### config.mk
export PLATFORM = sky130hd
export DESIGN_NAME = base64_stream_codec
export DESIGN_NICKNAME = d
export VERILOG_FILES = /design/src/design/b64sc_pkg.sv /design/src/design/base64_stream_codec.sv /design/src/design/b64sc_core.sv /design/src/design/b64sc_outq.sv
export SDC_FILE = /design/constraint.sdc
export NUM_CORES = 1
export LEC_CHECK = 0
export ABC_CLOCK_PERIOD_IN_PS = 4400
export BUFFER_PORTS_ARGS = -buffer_cell sky130_fd_sc_hd__buf_2
export CAP_MARGIN = 20
export CORE_ASPECT_RATIO = 1.25
export CORE_MARGIN = 3
export CORE_UTILIZATION = 29
export DETAILED_ROUTE_END_ITERATION = 6
export SYNTH_ARGS = -nofsm -noshare
export SYNTH_HDL_FRONTEND = slang
export SYNTH_SLANG_ARGS = --single-unit
### constraint.sdc
create_clock -name clk -period 4.4 [get_ports clk]
set_input_delay 0.88 -clock clk [delete_from_list [all_inputs] [get_ports clk]]
set_output_delay 0.88 -clock clk [all_outputs]
set_load 0.005 [all_outputs]
### src/design/b64sc_pkg.sv
`default_nettype none

package b64sc_pkg;

	// register map
	localparam int unsigned PADDR_W = 3;
	localparam logic [0:0] REG_DIRECTION = 1'd0;

	// direction codes
	localparam logic DIR_ENCODE = 1'b0;
	localparam logic DIR_DECODE = 1'b1;

	// padding character
	localparam logic [7:0] PAD_CHAR = 8'h3d;

	// results of one input transfer, first byte at index 0
	typedef struct packed {
		logic [3:0][7:0] bytes;
		logic [1:0]      last_idx;
		logic            any;
	} result_t;

	// sextet to alphabet character
	function automatic logic [7:0] sextet_to_char(input logic [5:0] v);
		logic [7:0] c;
		if (v < 6'd26) begin
			c = 8'h41 + {2'b00, v};
		end else if (v < 6'd52) begin
			c = 8'h61 + {2'b00, v} - 8'd26;
		end else if (v < 6'd62) begin
			c = 8'h30 + {2'b00, v} - 8'd52;
		end else if (v == 6'd62) begin
			c = 8'h2b;
		end else begin
			c = 8'h2f;
		end
		return c;
	endfunction

	// alphabet character to sextet, bit 6 set for a character outside the alphabet
	function automatic logic [6:0] char_to_sextet(input logic [7:0] ch);
		logic [7:0] d;
		d = 8'd0;
		if (ch >= 8'h41 && ch <= 8'h5a) begin
			d = ch - 8'h41;
		end else if (ch >= 8'h61 && ch <= 8'h7a) begin
			d = ch - 8'h61 + 8'd26;
		end else if (ch >= 8'h30 && ch <= 8'h39) begin
			d = ch - 8'h30 + 8'd52;
		end else if (ch == 8'h2b) begin
			d = 8'd62;
		end else if (ch == 8'h2f) begin
			d = 8'd63;
		end else begin
			d = 8'd64;
		end
		return d[6:0];
	endfunction

endpackage

`default_nettype wire

### src/design/base64_stream_codec.sv
// channel   | handshake                        | payload
// ----------+----------------------------------+-------------------------------
// input     | in_valid / in_ready              | data_byte, end_of_message
// output    | out_valid / out_ready            | out_byte, last_of_run
// config    | psel, penable, pwrite, pready    | paddr, pwdata, prdata
//
// an input transfer is taken when in_valid and in_ready are both high; its results, up to four,
// leave one per cycle from the result register while out_ready is high
// the next input is accepted in the cycle the last held result leaves
// arst_n clears direction, the group state and the result valid flag and indices, not the result bytes
`default_nettype none

module base64_stream_codec (
	input  wire logic                             clk,
	input  wire logic                             arst_n,
	input  wire logic                             in_valid,
	output logic                                  in_ready,
	input  wire logic [7:0]                       data_byte,
	input  wire logic                             end_of_message,
	output logic                                  out_valid,
	input  wire logic                             out_ready,
	output logic [7:0]                            out_byte,
	output logic                                  last_of_run,
	input  wire logic                             psel,
	input  wire logic                             penable,
	input  wire logic                             pwrite,
	input  wire logic [b64sc_pkg::PADDR_W-1:0]    paddr,
	input  wire logic [31:0]                      pwdata,
	output logic [31:0]                           prdata,
	output logic                                  pready
);
	import b64sc_pkg::*;

	logic    direction_q;
	logic    accept;
	result_t result;

	assign pready = 1'b1;
	assign accept = in_valid && in_ready;

	// configuration register
	always_ff @(posedge clk or negedge arst_n) begin
		if (!arst_n) begin
			direction_q <= DIR_ENCODE;
		end else if (psel && penable && pwrite && pready && paddr[2] == REG_DIRECTION) begin
			direction_q <= pwdata[0];
		end
	end

	assign prdata = (paddr[2] == REG_DIRECTION) ? {31'd0, direction_q} : 32'd0;

	b64sc_core u_core (
		.clk            (clk),
		.arst_n         (arst_n),
		.direction      (direction_q),
		.accept         (accept),
		.data_byte      (data_byte),
		.end_of_message (end_of_message),
		.result         (result)
	);

	b64sc_outq u_outq (
		.clk         (clk),
		.arst_n      (arst_n),
		.accept      (accept),
		.result      (result),
		.in_ready    (in_ready),
		.out_valid   (out_valid),
		.out_ready   (out_ready),
		.out_byte    (out_byte),
		.last_of_run (last_of_run)
	);

endmodule

`default_nettype wire

### src/design/b64sc_core.sv
`default_nettype none

module b64sc_core (
	input  wire logic              clk,
	input  wire logic              arst_n,
	input  wire logic              direction,
	input  wire logic              accept,
	input  wire logic [7:0]        data_byte,
	input  wire logic              end_of_message,
	output b64sc_pkg::result_t     result
);
	import b64sc_pkg::*;

	logic [23:0] buf_q, buf_d;
	logic [1:0]  cnt_q, cnt_d;
	logic        halt_q, halt_d;
	logic [23:0] shifted8, shifted6, grp_enc, grp_dec;
	logic [6:0]  sext;

	assign shifted8 = {buf_q[15:0], data_byte};
	assign sext     = char_to_sextet(data_byte);
	assign shifted6 = {buf_q[17:0], sext[5:0]};

	// next state and results of one transfer
	always_comb begin
		buf_d   = buf_q;
		cnt_d   = cnt_q;
		halt_d  = halt_q;
		result  = '0;
		grp_enc = '0;
		grp_dec = '0;
		if (direction == DIR_ENCODE) begin
			if (cnt_q >= 2'd2) begin
				result.any      = 1'b1;
				result.last_idx = 2'd3;
				result.bytes[0] = sextet_to_char(shifted8[23:18]);
				result.bytes[1] = sextet_to_char(shifted8[17:12]);
				result.bytes[2] = sextet_to_char(shifted8[11:6]);
				result.bytes[3] = sextet_to_char(shifted8[5:0]);
				buf_d = '0;
				cnt_d = '0;
			end else begin
				buf_d = shifted8;
				cnt_d = 2'(cnt_q + 2'd1);
				if (end_of_message) begin
					grp_enc = (cnt_q == 2'd0) ? {shifted8[7:0], 16'h0000}
						: {shifted8[15:0], 8'h00};
					result.any      = 1'b1;
					result.last_idx = 2'd3;
					result.bytes[0] = sextet_to_char(grp_enc[23:18]);
					result.bytes[1] = sextet_to_char(grp_enc[17:12]);
					result.bytes[2] = (cnt_q == 2'd0) ? PAD_CHAR
						: sextet_to_char(grp_enc[11:6]);
					result.bytes[3] = PAD_CHAR;
				end
			end
		end else begin
			if (halt_q || sext[6]) begin
				halt_d = 1'b1;
			end else if (cnt_q == 2'd3) begin
				result.any      = 1'b1;
				result.last_idx = 2'd2;
				result.bytes[0] = shifted6[23:16];
				result.bytes[1] = shifted6[15:8];
				result.bytes[2] = shifted6[7:0];
				buf_d = '0;
				cnt_d = '0;
			end else begin
				buf_d = shifted6;
				cnt_d = 2'(cnt_q + 2'd1);
			end
			// flush of a partial group of two or three sextets
			if (end_of_message && cnt_d >= 2'd2) begin
				grp_dec = (cnt_d == 2'd2) ? {buf_d[11:0], 12'h000}
					: {buf_d[17:0], 6'h00};
				result.any      = 1'b1;
				result.last_idx = (cnt_d == 2'd2) ? 2'd0 : 2'd1;
				result.bytes[0] = grp_dec[23:16];
				result.bytes[1] = grp_dec[15:8];
			end
		end
		if (end_of_message) begin
			buf_d  = '0;
			cnt_d  = '0;
			halt_d = 1'b0;
		end
	end

	// group state
	always_ff @(posedge clk or negedge arst_n) begin
		if (!arst_n) begin
			buf_q  <= '0;
			cnt_q  <= '0;
			halt_q <= 1'b0;
		end else if (accept) begin
			buf_q  <= buf_d;
			cnt_q  <= cnt_d;
			halt_q <= halt_d;
		end
	end

`ifndef ASSERT_OFF
	a_clear_after_last: assert property (@(posedge clk) disable iff (!arst_n)
		accept && end_of_message |=> cnt_q == 2'd0 && !halt_q && buf_q == 24'd0)
		else $error("group state not cleared after last transfer");
	a_encode_flush_four: assert property (@(posedge clk) disable iff (!arst_n)
		accept && direction == DIR_ENCODE && end_of_message
		|-> result.any && result.last_idx == 2'd3)
		else $error("encode flush does not give four characters");
	a_halt_holds: assert property (@(posedge clk) disable iff (!arst_n)
		accept && halt_q && direction == DIR_DECODE && !end_of_message
		|=> halt_q && $stable(cnt_q))
		else $error("halted decode changed group state");
`endif

endmodule

`default_nettype wire

### src/design/b64sc_outq.sv
`default_nettype none

module b64sc_outq (
	input  wire logic              clk,
	input  wire logic              arst_n,
	input  wire logic              accept,
	input  wire b64sc_pkg::result_t result,
	output logic                   in_ready,
	output logic                   out_valid,
	input  wire logic              out_ready,
	output logic [7:0]             out_byte,
	output logic                   last_of_run
);
	import b64sc_pkg::*;

	logic            res_valid_q;
	logic [1:0]      idx_q;
	logic [1:0]      last_idx_q;
	logic [3:0][7:0] bytes_q;
	logic            drain_last;

	// the last byte of the held run leaves in this cycle
	assign drain_last  = res_valid_q && out_ready && (idx_q == last_idx_q);
	assign in_ready    = !res_valid_q || drain_last;
	assign out_valid   = res_valid_q;
	assign out_byte    = bytes_q[idx_q];
	assign last_of_run = (idx_q == last_idx_q);

	// run control
	always_ff @(posedge clk or negedge arst_n) begin
		if (!arst_n) begin
			res_valid_q <= 1'b0;
			idx_q       <= '0;
			last_idx_q  <= '0;
		end else if (accept && result.any) begin
			res_valid_q <= 1'b1;
			idx_q       <= '0;
			last_idx_q  <= result.last_idx;
		end else if (res_valid_q && out_ready) begin
			if (idx_q == last_idx_q) begin
				res_valid_q <= 1'b0;
			end else begin
				idx_q <= 2'(idx_q + 2'd1);
			end
		end
	end

	// result bytes
	always_ff @(posedge clk) begin
		if (accept && result.any) begin
			bytes_q <= result.bytes;
		end
	end

`ifndef ASSERT_OFF
	a_idx_in_run: assert property (@(posedge clk) disable iff (!arst_n)
		res_valid_q |-> idx_q <= last_idx_q)
		else $error("result index past end of run");
	a_stall_holds_idx: assert property (@(posedge clk) disable iff (!arst_n)
		res_valid_q && !out_ready && !accept |=> res_valid_q && $stable(idx_q))
		else $error("stalled result moved");
	a_drain_empties: assert property (@(posedge clk) disable iff (!arst_n)
		drain_last && !(accept && result.any) |=> !res_valid_q)
		else $error("run not released after last transfer");
	a_no_overwrite: assert property (@(posedge clk) disable iff (!arst_n)
		accept && result.any && res_valid_q |-> drain_last)
		else $error("held run overwritten");
`endif

endmodule

`default_nettype wire

# == After elaboration in Yosys (flattened, before gate mapping) ==
# Index checks and enable logic that the tools add are counted.
# classes
n_addsub,42
n_eq_ne,13
bitwise,1
n_lt_le_gt_ge,30
reduce_logical,22
muxes,66
# op_table
operator,count
$mux W8,23
$add A7 B6 Y8 const A,14
$mux W18,5
$lt A6 B6 Y1 const B,14
$mux W27,3
$sub A8 B5 Y8 const B,7
$sub A8 B6 Y8 const B,7
$add A6 B6 Y7 const A,7
$mux W24,2
$eq A6 B6 Y1 const B,7
$lt A6 B5 Y1 const B,7
$mux W35,1
$mux W7,5
$mux W33,1
$mux W3,7
$mux W19,1
$mux W2,9
$bmux W8 S2,1
$eq A8 B6 Y1 const B,2
$ge A8 B7 Y1 const B,2
$le A8 B7 Y1 const B,2
$sub A7 B7 Y7 const B,2
$logic_and A1 B1 Y1,11
$ge A8 B6 Y1 const B,1
other kinds (18),33
# totals
register_bits,59
word_cells,185
output_inout_bits,44

# == Logic depth before layout (Yosys ltp) ==
# Gate-level depths: netlist of run 1.
# logic_depth
ltp_word,16
depth_mapped,17
depth_no_buf,13

# == Hierarchy ==
# Synthesis of run 1 repeated with hierarchy kept, for this count alone.
# hier_totals
cells_unflattened,828
hier_area_um2,6787.8
# by_module_without_submodules
mod,n_inst,cells_per_inst,area_each_um2
b64sc_core,1,721,5026.1
b64sc_outq,1,68,1453.9
base64_stream_codec,1,39,307.8

# == Worst setup path after synthesis of run 1 ==
# No wires, ideal clock.
# synth_path
path_kind,input to register
startpoint,in data_byte[2]
endpoint,reg u_outq.bytes_q[0] in the netlist's numbering (enable)
slack_ns,-1.103
path_stages,12
path_buffers,3
t_required_ns,3.956
t_arrival_ns,5.059
cell_sequence,buf_2 buf_1 inv_1 ha_1 a21o_1 a21o_1 buf_2 o22ai_2 nand2_1 a311oi_2 mux2_4 a31oi_1
# synth_via
elab_chain_cells,14
word_cells_on_any_way,30
# synth_lines
item,line,text
start: declaration,base64_stream_codec.sv:18,"input wire logic [7:0] data_byte,"
"parallel branches: the longest is 5 deep, another holds $sub A7 B6 Y7",-,
$mux W7 (*),b64sc_pkg.sv:44,if (ch >= 8'h41 && ch <= 8'h5a) begin
$logic_or A1 B1 Y1 (*),b64sc_core.sv:58,if (halt_q || sext[6]) begin
$mux W2,b64sc_core.sv:58,
$mux W2,b64sc_core.sv:32,if (direction == DIR_ENCODE) begin
$ge A2 B2 Y1,b64sc_core.sv:73,if (end_of_message && cnt_d >= 2'd2) begin
$logic_and A1 B1 Y1,b64sc_core.sv:73,
$mux W19 (*),b64sc_core.sv:73,
$mux W27 (*),b64sc_core.sv:32,
$logic_and A1 B1 Y1 (*),b64sc_outq.sv:50,if (accept && result.any) begin
end signal: assignment,b64sc_outq.sv:51,bytes_q <= result.bytes;
end: declaration,b64sc_outq.sv:19,logic [3:0][7:0] bytes_q;
# Every way passes the cells marked *. The select of a mux whose other input is x is not followed.
# A chain may end at the register's enable or synchronous reset.

==> results.md, run 1 <==
* Compound-Gate Fraction of Synth Area at 30.1%
* Buffers & Inverters on Critical Path at 3
* Worst hold path class: reg2reg
* Die ar. at 28,800 um2
* Clock Sinks at 59
* Syn avg cell area at 7.85 um2
* Max-Cap Viols at 0
* Area grow syn2layout at 11.3%
* TritonCTS Buffers at 9
* Synth top area share at 12.4%
* First-pass GRT wire length at 39,700 um
* Final setup viols at 0
* Vias/cell at 5.71
* GP Congestion at 0.929
* # Post-CTS Setup Buffers at 0
* Cell row count at 66
* WL/cell at 18.9 um
* Synth unique cells at 83
* Pwr/cell area at 589 nW/um2
* Non-filler cells, final at 1,350
* Critical path's top delay family: compound AO/OA/AOI/OAI gates
* Portion of netlist area occupied by mux cells at 5.13%
* Number of global-route vias before repair at 7,218
* Placed cells at 1,334
* R2r setup slk at 0.40 ns
* Net count, final at 1,133
* Min cycle time layout at 4.00 ns
* CTS resizes at 0
* Crit-path max FO at 15
* Yosys warnings at 0
* Gr usage total at 16.9%
* Xor/xnor share of the synthesized area at 4.07%
* Crit-path slowest cell: ha_1
* CTS tree: built
* Post-Syn Instances at 988
* Worst-path cell chain: inv_1, ha_1, buf_4, mux2_2, inv_1, ha_1, nor2_1, o311ai_0, o21ai_0, a32o_1, a221o_1
* CTS root buf: clkbuf_16
* Antenna violations before repair at 0
* Yosys reg bits at 59
* Register area share after synthesis at 21.1%
* Core footprint at 26,200 um2
* Port Buffers at 29
* Io pins at 95
* Vias at 7,707
* Drt drc at 0
* Post-synthesis adder-cell area fraction at 12.4%
* EDFF count, synth at 32
* Clk_lat worst skew at 0.32 ns
* CP required at 4.44 ns
* CTS max path bufs at 2
* Die height at 189 um
* Share of layout cells above drive strength 1 at 12.4%
* Top_reg_cell synth: edfxtp_1
* P_leak at 3.49 nW
* Worst-path clk slew at 0.05 ns
* GRT Residual Overflow at 0
* Final setup TNS at 0 ns
* Main combinational cell family by area after synthesis: compound AO/OA/AOI/OAI gates
* Final hold slack at 0.519 ns
* Initial drt markers at 755
* Fmax achieved at 0.250 GHz
* Max-slew violations at 0
* Post-synthesis simple-gate area fraction at 17.4%
* Hold Buf Count CTS at 0
* CTS H-tree lvls at 3
* Antenna Nets Post-Route at 0
* Clk_skew at 0.00545 ns
* WL final at 25,500 um
* RSZ-0062 raised after global routing: no
* Final worst path period share at 90.9%
* CP arrival at 4.04 ns
* Die span in x at 152 um
* Hold Fails Final Rpt at 0
* Peak VDD IR at 0.267 mV
* Detailed placer's ending HPWL at 19,400 um
* Mapped cell area at 7750 um2
* Yosys top cell by area: ha_1
* Largest net degree at the start of global routing at 36
* Worst path max stage delay at 0.68 ns
* Critical path capture point type: flip-flop
* # diodes at 0
* Status: complete, no violations
* CP startpoint kind: flip-flop
* Initial Util at 29.6%
* CP Class: reg2reg
* Worst-margin pin slew at 1.06 ns
* Rel. slew slack at 29.3%
* Synth top area cells: ha_1, edfxtp_1, dfrtp_1
* Iteration count of the initial detailed-routing pass at 5
* Asr flop ratio synth at 45.8%
-- per-stage QoR --
| step | util (%) | power (mW) | cell area (um2) | setup slack, ns |
|---|---|---|---|---|
| global placement | 31.8 | 4.27 | 8320 | 0.231 |
| finish | 33.0 | 5.08 | 8630 | 0.402 |
| detailed placement | 31.8 | 4.29 | 8320 | 0.216 |
| global route | 33.0 | 5.47 | 8630 | 0.158 |
| floorplan | - | 3.34 | 7880 | 0.00107 |
| CTS | 33.0 | 5.03 | 8630 | 0.467 |
-- cells in the mapped netlist, drive strengths merged (4+ instances only) --
library cell	number
or2	6
a31oi	16
mux2i	12
ha	77
a21o	19
and2	8
nand2	77
or3	7
dfrtp	27
a221oi	10
nand3	41
a211oi	12
o211ai	11
nor2b	15
mux2	8
o311ai	4
a32oi	12
o31ai	12
mux4	8
a22oi	8
xnor2	22
inv	56
nand4	7
nand2b	18
o221ai	11
o21a	6
nor3	33
a221o	8
o21ai	95
xor2	14
a21oi	80
o22ai	12
clkbuf	57
edfxtp	32
a22o	5
buf	44
nor2	51
-- final cells by class --
type / instances / area, um2
Clock buffer: 10 / 229
Timing Repair Buffer: 77 / 543
Sequential cell: 59 / 1640
Fill cell: 2726 / 17500
Inverter: 58 / 218
Multi-Input combinational cell: 800 / 5500
Tap cell: 340 / 425
Clock inverter: 6 / 80.1
-- report_power, final --
part           total, mW  internal (mW)  switching, mW
registers           1.14          0.806          0.331
clock network      0.728          0.490          0.237
logic               3.22           1.25           1.97
-- layer usage --
layer / vias up / GRT usage [%] / part of all wire [%]
li1: 3629 / - / -
met1: 3658 / 21.4 / 41
met2: 355 / 29.1 / 48
met3: 65 / 1.77 / 6.8
met4: 0 / 7.33 / 4.1
met5: - / 0 / 0
-- final timing paths --
check | cells after the start | startpoint | endpoint
max in group asynchronous | 1 | arst_n | u_core.buf_q[10]
setup reg to reg | 11 | u_core.cnt_q[0] | u_outq.bytes_q[2]
hold reg to reg | 1 | u_core.buf_q[16] | u_core.buf_q[16]
setup / recovery | 11 | u_core.cnt_q[0] | u_outq.bytes_q[2]
min in group asynchronous | 1 | arst_n | u_core.buf_q[9]
hold / removal | 1 | u_core.buf_q[16] | u_core.buf_q[16]
-- kinds of logic (layout without fill, tap and decap cells) --
| kind of cell | after synthesis | after routing |
|---|---|---|
| adder cells (fa/ha/maj) | 77 | 77 |
| other | 2 | 32 |
| AO/OA/AOI/OAI | 350 | 350 |
| XOR/XNOR | 36 | 36 |
| multiplexers | 28 | 28 |
| flip-flops | 59 | 59 |
| AND/OR/NAND/NOR | 277 | 277 |
| buffers and inverters | 159 | 151 |
-- registers in the layout, summed over array words and instances, names as in the netlist --
name,cells
u_outq.bytes_q,32
u_core.buf_q,18
u_core.cnt_q,2
u_outq.idx_q,2
u_outq.last_idx_q,2
direction_q,1
u_core.halt_q,1
u_outq.out_valid,1
-- cells in the final DEF (no fill, tap or decap), types with 32 or more instances in the layout --
master and instances:
nor2_1 50, conb_1 32, nand3_1 41, nor3_1 33, inv_1 56, edfxtp_1 32
a21oi_1 80, buf_4 45, ha_1 77, nand2_1 77, o21ai_0 89
(Power assumes the default switching activity.)
==> run 2: changes to the inputs <==
--- a/config.mk
+++ b/config.mk
@@ -12,6 +12,7 @@
 export CORE_MARGIN = 3
 export CORE_UTILIZATION = 29
 export DETAILED_ROUTE_END_ITERATION = 6
+export MAX_ROUTING_LAYER = met4
 export SYNTH_ARGS = -nofsm -noshare
 export SYNTH_HDL_FRONTEND = slang
 export SYNTH_SLANG_ARGS = --single-unit
==> run 2 against run 1 <==
Against the previous run:
- non-clock buffer count shrank 4
- die area is the same
- maximum frequency shrank 2.4%
- clock-buffer cell count shrank 1
- setup slack lost 0.097 ns
- sequential share of layout area grew 0.099 points
- core utilization shrank 0.17 points
- routed wire length grew 0.94%
- total power shrank 0.14%
- combinational power is essentially flat
- sequential power is essentially flat
- hold slack gained 0.0091 ns
- critical path type unchanged
- largest cell class unchanged
- largest power group unchanged
- highest routed layer unchanged
==> results.md, run 2 (synthesis results as in run 1) <==
* Status: complete, no violations
* Worst hold path class: reg2reg
* Reg2reg start: u_core.cnt_q[0]
* Met3 WL post-DR at 1600 um
* Detailed placer's ending HPWL at 19,400 um
* WL/cell at 19.1 um
* Clk_lat worst skew at 0.33 ns
* Antenna Nets Post-Route at 0
* CTS tree: built
* Pwr/cell area at 591 nW/um2
* Die span in x at 152 um
* Post-Route M1 WL at 10,400 um
* Gr usage total at 17.7%
* Most common library cell in the layout ignoring fill and taps: o21ai_0
* # Post-CTS Setup Buffers at 0
* WL final at 25,700 um
* Clock Sinks at 59
* Min cycle time layout at 4.09 ns
* Vias at 7,766
* Final setup TNS at 0 ns
* TritonCTS Buffers at 9
* Placed cells at 1,330
* Worst-margin pin slew at 1.12 ns
* Hold path start: u_core.buf_q[16]
* Rel. slew slack at 25.1%
* Clk_skew at 0.0115 ns
* Die ar. at 28,800 um2
* DR WL met2 at 12,100 um
* Initial Util at 29.6%
* Initial drt markers at 783
* Final worst path period share at 93.1%
* CTS root buf: clkbuf_16
* Number of global-route vias before repair at 7,375
* GP Congestion at 0.947
* Crit path to: u_outq.bytes_q[2]
* Crit-path max FO at 16
* Final setup viols at 0
* Peak VDD IR at 0.276 mV
* Worst-path clk slew at 0.05 ns
* CP startpoint kind: flip-flop
* Worst r2r path cells at 11
* Net count, final at 1,129
* Cell row count at 66
* CP required at 4.46 ns
* Antenna violations before repair at 0
* R2r setup slk at 0.31 ns
* P_leak at 3.47 nW
* Io pins at 95
* Share of layout cells above drive strength 1 at 12.2%
* CP Class: reg2reg
* Vias/cell at 5.77
* First-pass GRT wire length at 40,500 um
* CTS H-tree lvls at 3
* Critical path capture point type: flip-flop
* Drt drc at 0
* Iteration count of the initial detailed-routing pass at 5
* Hold Buf Count CTS at 0
* RR Endpoint: u_outq.bytes_q[2]
* Max-Cap Viols at 0
* Die height at 189 um
* Max FFs per register at 32
* Non-filler cells, final at 1,345
* Core footprint at 26,200 um2
* Fmax achieved at 0.244 GHz
* DR top layer: met4
* GRT Residual Overflow at 0
* Power, Total at 5.07 mW
* Port Buffers at 29
* # diodes at 0
* Hold Fails Final Rpt at 0
* Max-slew violations at 0
* CTS resizes at 0
* Worst setup startpoint: u_core.cnt_q[0]
* Largest Register: u_outq.bytes_q
* CTS max path bufs at 2
* CP arrival at 4.15 ns
* Most frequent cells in the layout: o21ai_0, a21oi_1, nand2_1, ha_1, inv_1
* Largest net degree at the start of global routing at 37
* RSZ-0062 raised after global routing: no
* Top flop regs: u_outq.bytes_q: 32 flops, u_core.buf_q: 18 flops
* Area grow syn2layout at 10.7%
-- run 2: cell count changes in the layout (fill, tap and decap cells not counted) --
| cell | before | now |
|---|---|---|
| clkbuf_1 | 1 | 0 |
| clkinv_2 | 0 | 2 |
| buf_12 | 3 | 2 |
| clkinv_1 | 5 | 3 |
| clkinv_4 | 1 | 0 |
| buf_4 | 45 | 42 |
| clkinvlp_4 | 0 | 1 |
-- run 2: layer usage --
metal	up-vias	GRT usage [%]
met3	90	1.77
li1	3611	-
met4	0	10.2
met2	371	28.4
met5	-	-
met1	3694	21.8
-- run 2: power breakdown --
| part | internal, mW | switching (mW) | total, mW |
|---|---|---|---|
| registers | 0.806 | 0.327 | 1.13 |
| clock network | 0.487 | 0.245 | 0.732 |
| logic | 1.25 | 1.96 | 3.21 |
| total | 2.54 | 2.54 | 5.07 |
-- run 2: metrics by stage --
step | cell area (um2) | util (%) | hold slack [ns] | setup slack [ns]
after floorplan | 7880 | - | 0.473 | 0.00107
after global placement | 8280 | 31.6 | 0.507 | 0.217
after detailed placement | 8280 | 31.6 | 0.506 | 0.205
after CTS | 8590 | 32.8 | 0.525 | 0.307
after global routing | 8590 | 32.8 | 0.561 | 0.00533
final | 8590 | 32.8 | 0.528 | 0.305
-- run 2: worst min-delay path by stage --
stage | to | slack (ns) | cells after the start
4_1_cts | u_core.buf_q[16] | 0.52 | 1
3_5_place_dp | u_core.buf_q[16] | 0.51 | 1
2_1_floorplan | u_core.buf_q[16] | 0.47 | 1
5_1_grt | u_core.buf_q[16] | 0.56 | 1
3_3_place_gp | u_core.buf_q[16] | 0.51 | 1
6_report | u_core.buf_q[16] | 0.53 | 1
-- run 2: critical path: stages, from the launching register on --
cell      delay (ns)
dfrtp_1         0.45
inv_1           0.19
ha_1            0.67
mux2_2          0.38
inv_1           0.12
ha_1            0.21
nor2b_1         0.60
nor2_1          0.11
o311ai_0        0.32
o21ai_0         0.17
a32o_1          0.26
a221o_1         0.33
-- run 2: area by class of cell --
type | instances | area, um2
Tap cell | 340 | 425
Multi-Input combinational cell | 800 | 5500
Sequential cell | 59 | 1640
Timing Repair Buffer | 73 | 500
Fill cell | 2749 | 17600
Inverter | 58 | 218
Clock inverter | 6 | 81.3
Clock buffer | 9 | 225
==> run 3: changes to the inputs <==
--- a/config.mk
+++ b/config.mk
@@ -5,7 +5,7 @@
 export SDC_FILE = /design/constraint.sdc
 export NUM_CORES = 1
 export LEC_CHECK = 0
-export ABC_CLOCK_PERIOD_IN_PS = 4400
+export ABC_CLOCK_PERIOD_IN_PS = 5200
 export BUFFER_PORTS_ARGS = -buffer_cell sky130_fd_sc_hd__buf_2
 export CAP_MARGIN = 20
 export CORE_ASPECT_RATIO = 1.25
==> constraint.sdc (replaced) <==
create_clock -name clk -period 5.2 [get_ports clk]
set_input_delay 1.04 -clock clk [delete_from_list [all_inputs] [get_ports clk]]
set_output_delay 1.04 -clock clk [all_outputs]
set_load 0.005 [all_outputs]
==> run 3 against run 2 <==
Against the previous run:
- first-iteration DRC count is 4.3% higher
- sequential power decreased by 15%
- die area did not move
- critical endpoint is now u_outq.bytes_q[7]
==> results.md, run 3 (synthesis results as in run 1) <==
* Seq pwr share at 22.8%
* Sw frac at 50.9%
* First-pass GRT wire length at 40,000 um
* Combinational share of power at 63.5%
* # diodes at 0
* Pint at 2.06 mW
* Max-slew violations at 0
* Top flop regs: u_outq.bytes_q: 32 flops, u_core.buf_q: 18 flops
* Die height at 189 um
* Worst-margin pin slew at 1.16 ns
* Clk_lat worst skew at 0.34 ns
* Io pins at 95
* Detailed placer's ending HPWL at 19,300 um
* Clock Power Share at 13.6%
* CP startpoint kind: input port
* WL final at 25,700 um
* FF/Latch Area at 1640 um2
* Most common library cell in the layout ignoring fill and taps: o21ai_0
* CP Class: in2reg
* Min cycle time layout at 4.34 ns
* GRT Residual Overflow at 0
* Largest Register: u_outq.bytes_q
* Sw power at 2.14 mW
* Hold Buf Count CTS at 0
* CTS root buf: clkbuf_16
* Most frequent cells in the layout: o21ai_0, a21oi_1, nand2_1, ha_1, inv_1
* Gr usage total at 17.6%
* Iteration count of the initial detailed-routing pass at 5
* Initial Util at 29.6%
* Max-Cap Viols at 0
* Antenna violations before repair at 0
* RSZ-0062 raised after global routing: no
* Max FFs per register at 32
* Die ar. at 28,800 um2
* Final hold slack at 0.507 ns
* TritonCTS Buffers at 9
* Crit-path max FO at 11
* CTS resizes at 0
* GRT met1 Usage at 21.5%
* CTS max path bufs at 2
* GP Congestion at 0.965
* Cell row count at 66
* Final setup TNS at 0 ns
* Met2 Usage GRT at 29.0%
* Core Util, Final at 32.2%
* CP required at 5.30 ns
* CP arrival at 4.44 ns
* Clk_skew at 0.00578 ns
* Die span in x at 152 um
* Vias at 7,614
* Worst hold path class: reg2reg
* Pre-CTS setup slack at 0.546 ns
* Fin area at 8430 um2
* Antenna Nets Post-Route at 0
* Area grow syn2layout at 8.74%
* Largest net degree at the start of global routing at 37
* Drt drc at 0
* Rel. slew slack at 22.2%
* Status: complete, no violations
* Number of global-route vias before repair at 7,305
* Non-filler cells, final at 1,330
* Hold Fails Final Rpt at 0
* Share of layout cells above drive strength 1 at 10.7%
* Core footprint at 26,200 um2
* Grt met3 use at 1.81%
* Worst-path clk slew at 0.05 ns
* Port Buffers at 29
* Critical path capture point type: flip-flop
* CTS H-tree lvls at 3
* WL/cell at 19.3 um
* Vias/cell at 5.72
* # Post-CTS Setup Buffers at 0
* Busiest layer in global routing: met2
* Peak VDD IR at 0.168 mV
* Final setup viols at 0
* Clock Sinks at 59
* Fillers at 2,763
* Worst Slack Setup Final at 0.856 ns
* Initial drt markers at 817
* P_leak at 3.38 nW
* Multi-input gate area at 5500 um2
* Net count, final at 1,113
* Placement Cell Area at 8150 um2
* Fmax achieved at 0.230 GHz
* Power, Total at 4.20 mW
* Final worst path period share at 83.5%
* R2r setup slk at 0.94 ns
* Placed cells at 1,314
* Pwr/cell area at 498 nW/um2
* CTS tree: built
run 3: cell types whose count changed in the layout (fill, tap and decap cells not counted):
cell and delta:
bufinv_16 -1, clkbuf_1 +1, buf_12 -1, clkinv_1 +1, buf_4 -15, clkinvlp_4 -1, clkinv_4 +1
run 3: critical path, stage by stage:
cell	delay [ns]
buf_2	0.12
clkinv_1	0.29
ha_1	0.38
inv_1	0.12
a211oi_1	0.07
o21ai_0	0.39
nand2_1	0.26
a31oi_1	0.88
a32oi_1	0.29
and2_1	0.24
o311ai_1	0.36
run 3: routing by layer:
metal / wire (um) / part of all wire (%)
met1: 11000 / 43
met2: 12200 / 48
met3: 1220 / 4.7
met4: 1260 / 4.9
met5: 0 / 0
run 3: cell type report:
| type | instances | share of cell area (%) |
|---|---|---|
| sequential | 59 | 19.4 |
| tap | 340 | 5.04 |
| multi-input combinational | 800 | 65.2 |
| clock inverter | 6 | 0.668 |
| timing repair buffer | 57 | 4.36 |
| clock buffer | 10 | 2.72 |
| inverter | 58 | 2.58 |
run 3: power groups by stage:
stage	logic, mW	clock network (mW)	registers (mW)
after CTS	2.64	0.582	0.949
after floorplan	2.06	0	0.765
after global placement	2.59	0	0.954
after detailed placement	2.63	0	0.957
after global routing	2.93	0.605	0.979
final	2.67	0.573	0.958
run 3: final timing paths:
check	end	cells past startpoint	start
setup / recovery	u_outq.bytes_q[7]	11	data_byte[3]
hold reg to reg	u_core.buf_q[16]	1	u_core.buf_q[16]
max in group asynchronous	u_outq.idx_q[0]	1	arst_n
min in group asynchronous	u_core.buf_q[9]	1	arst_n
setup reg to reg	u_outq.bytes_q[2]	10	u_core.cnt_q[1]
hold / removal	u_core.buf_q[16]	1	u_core.buf_q[16]
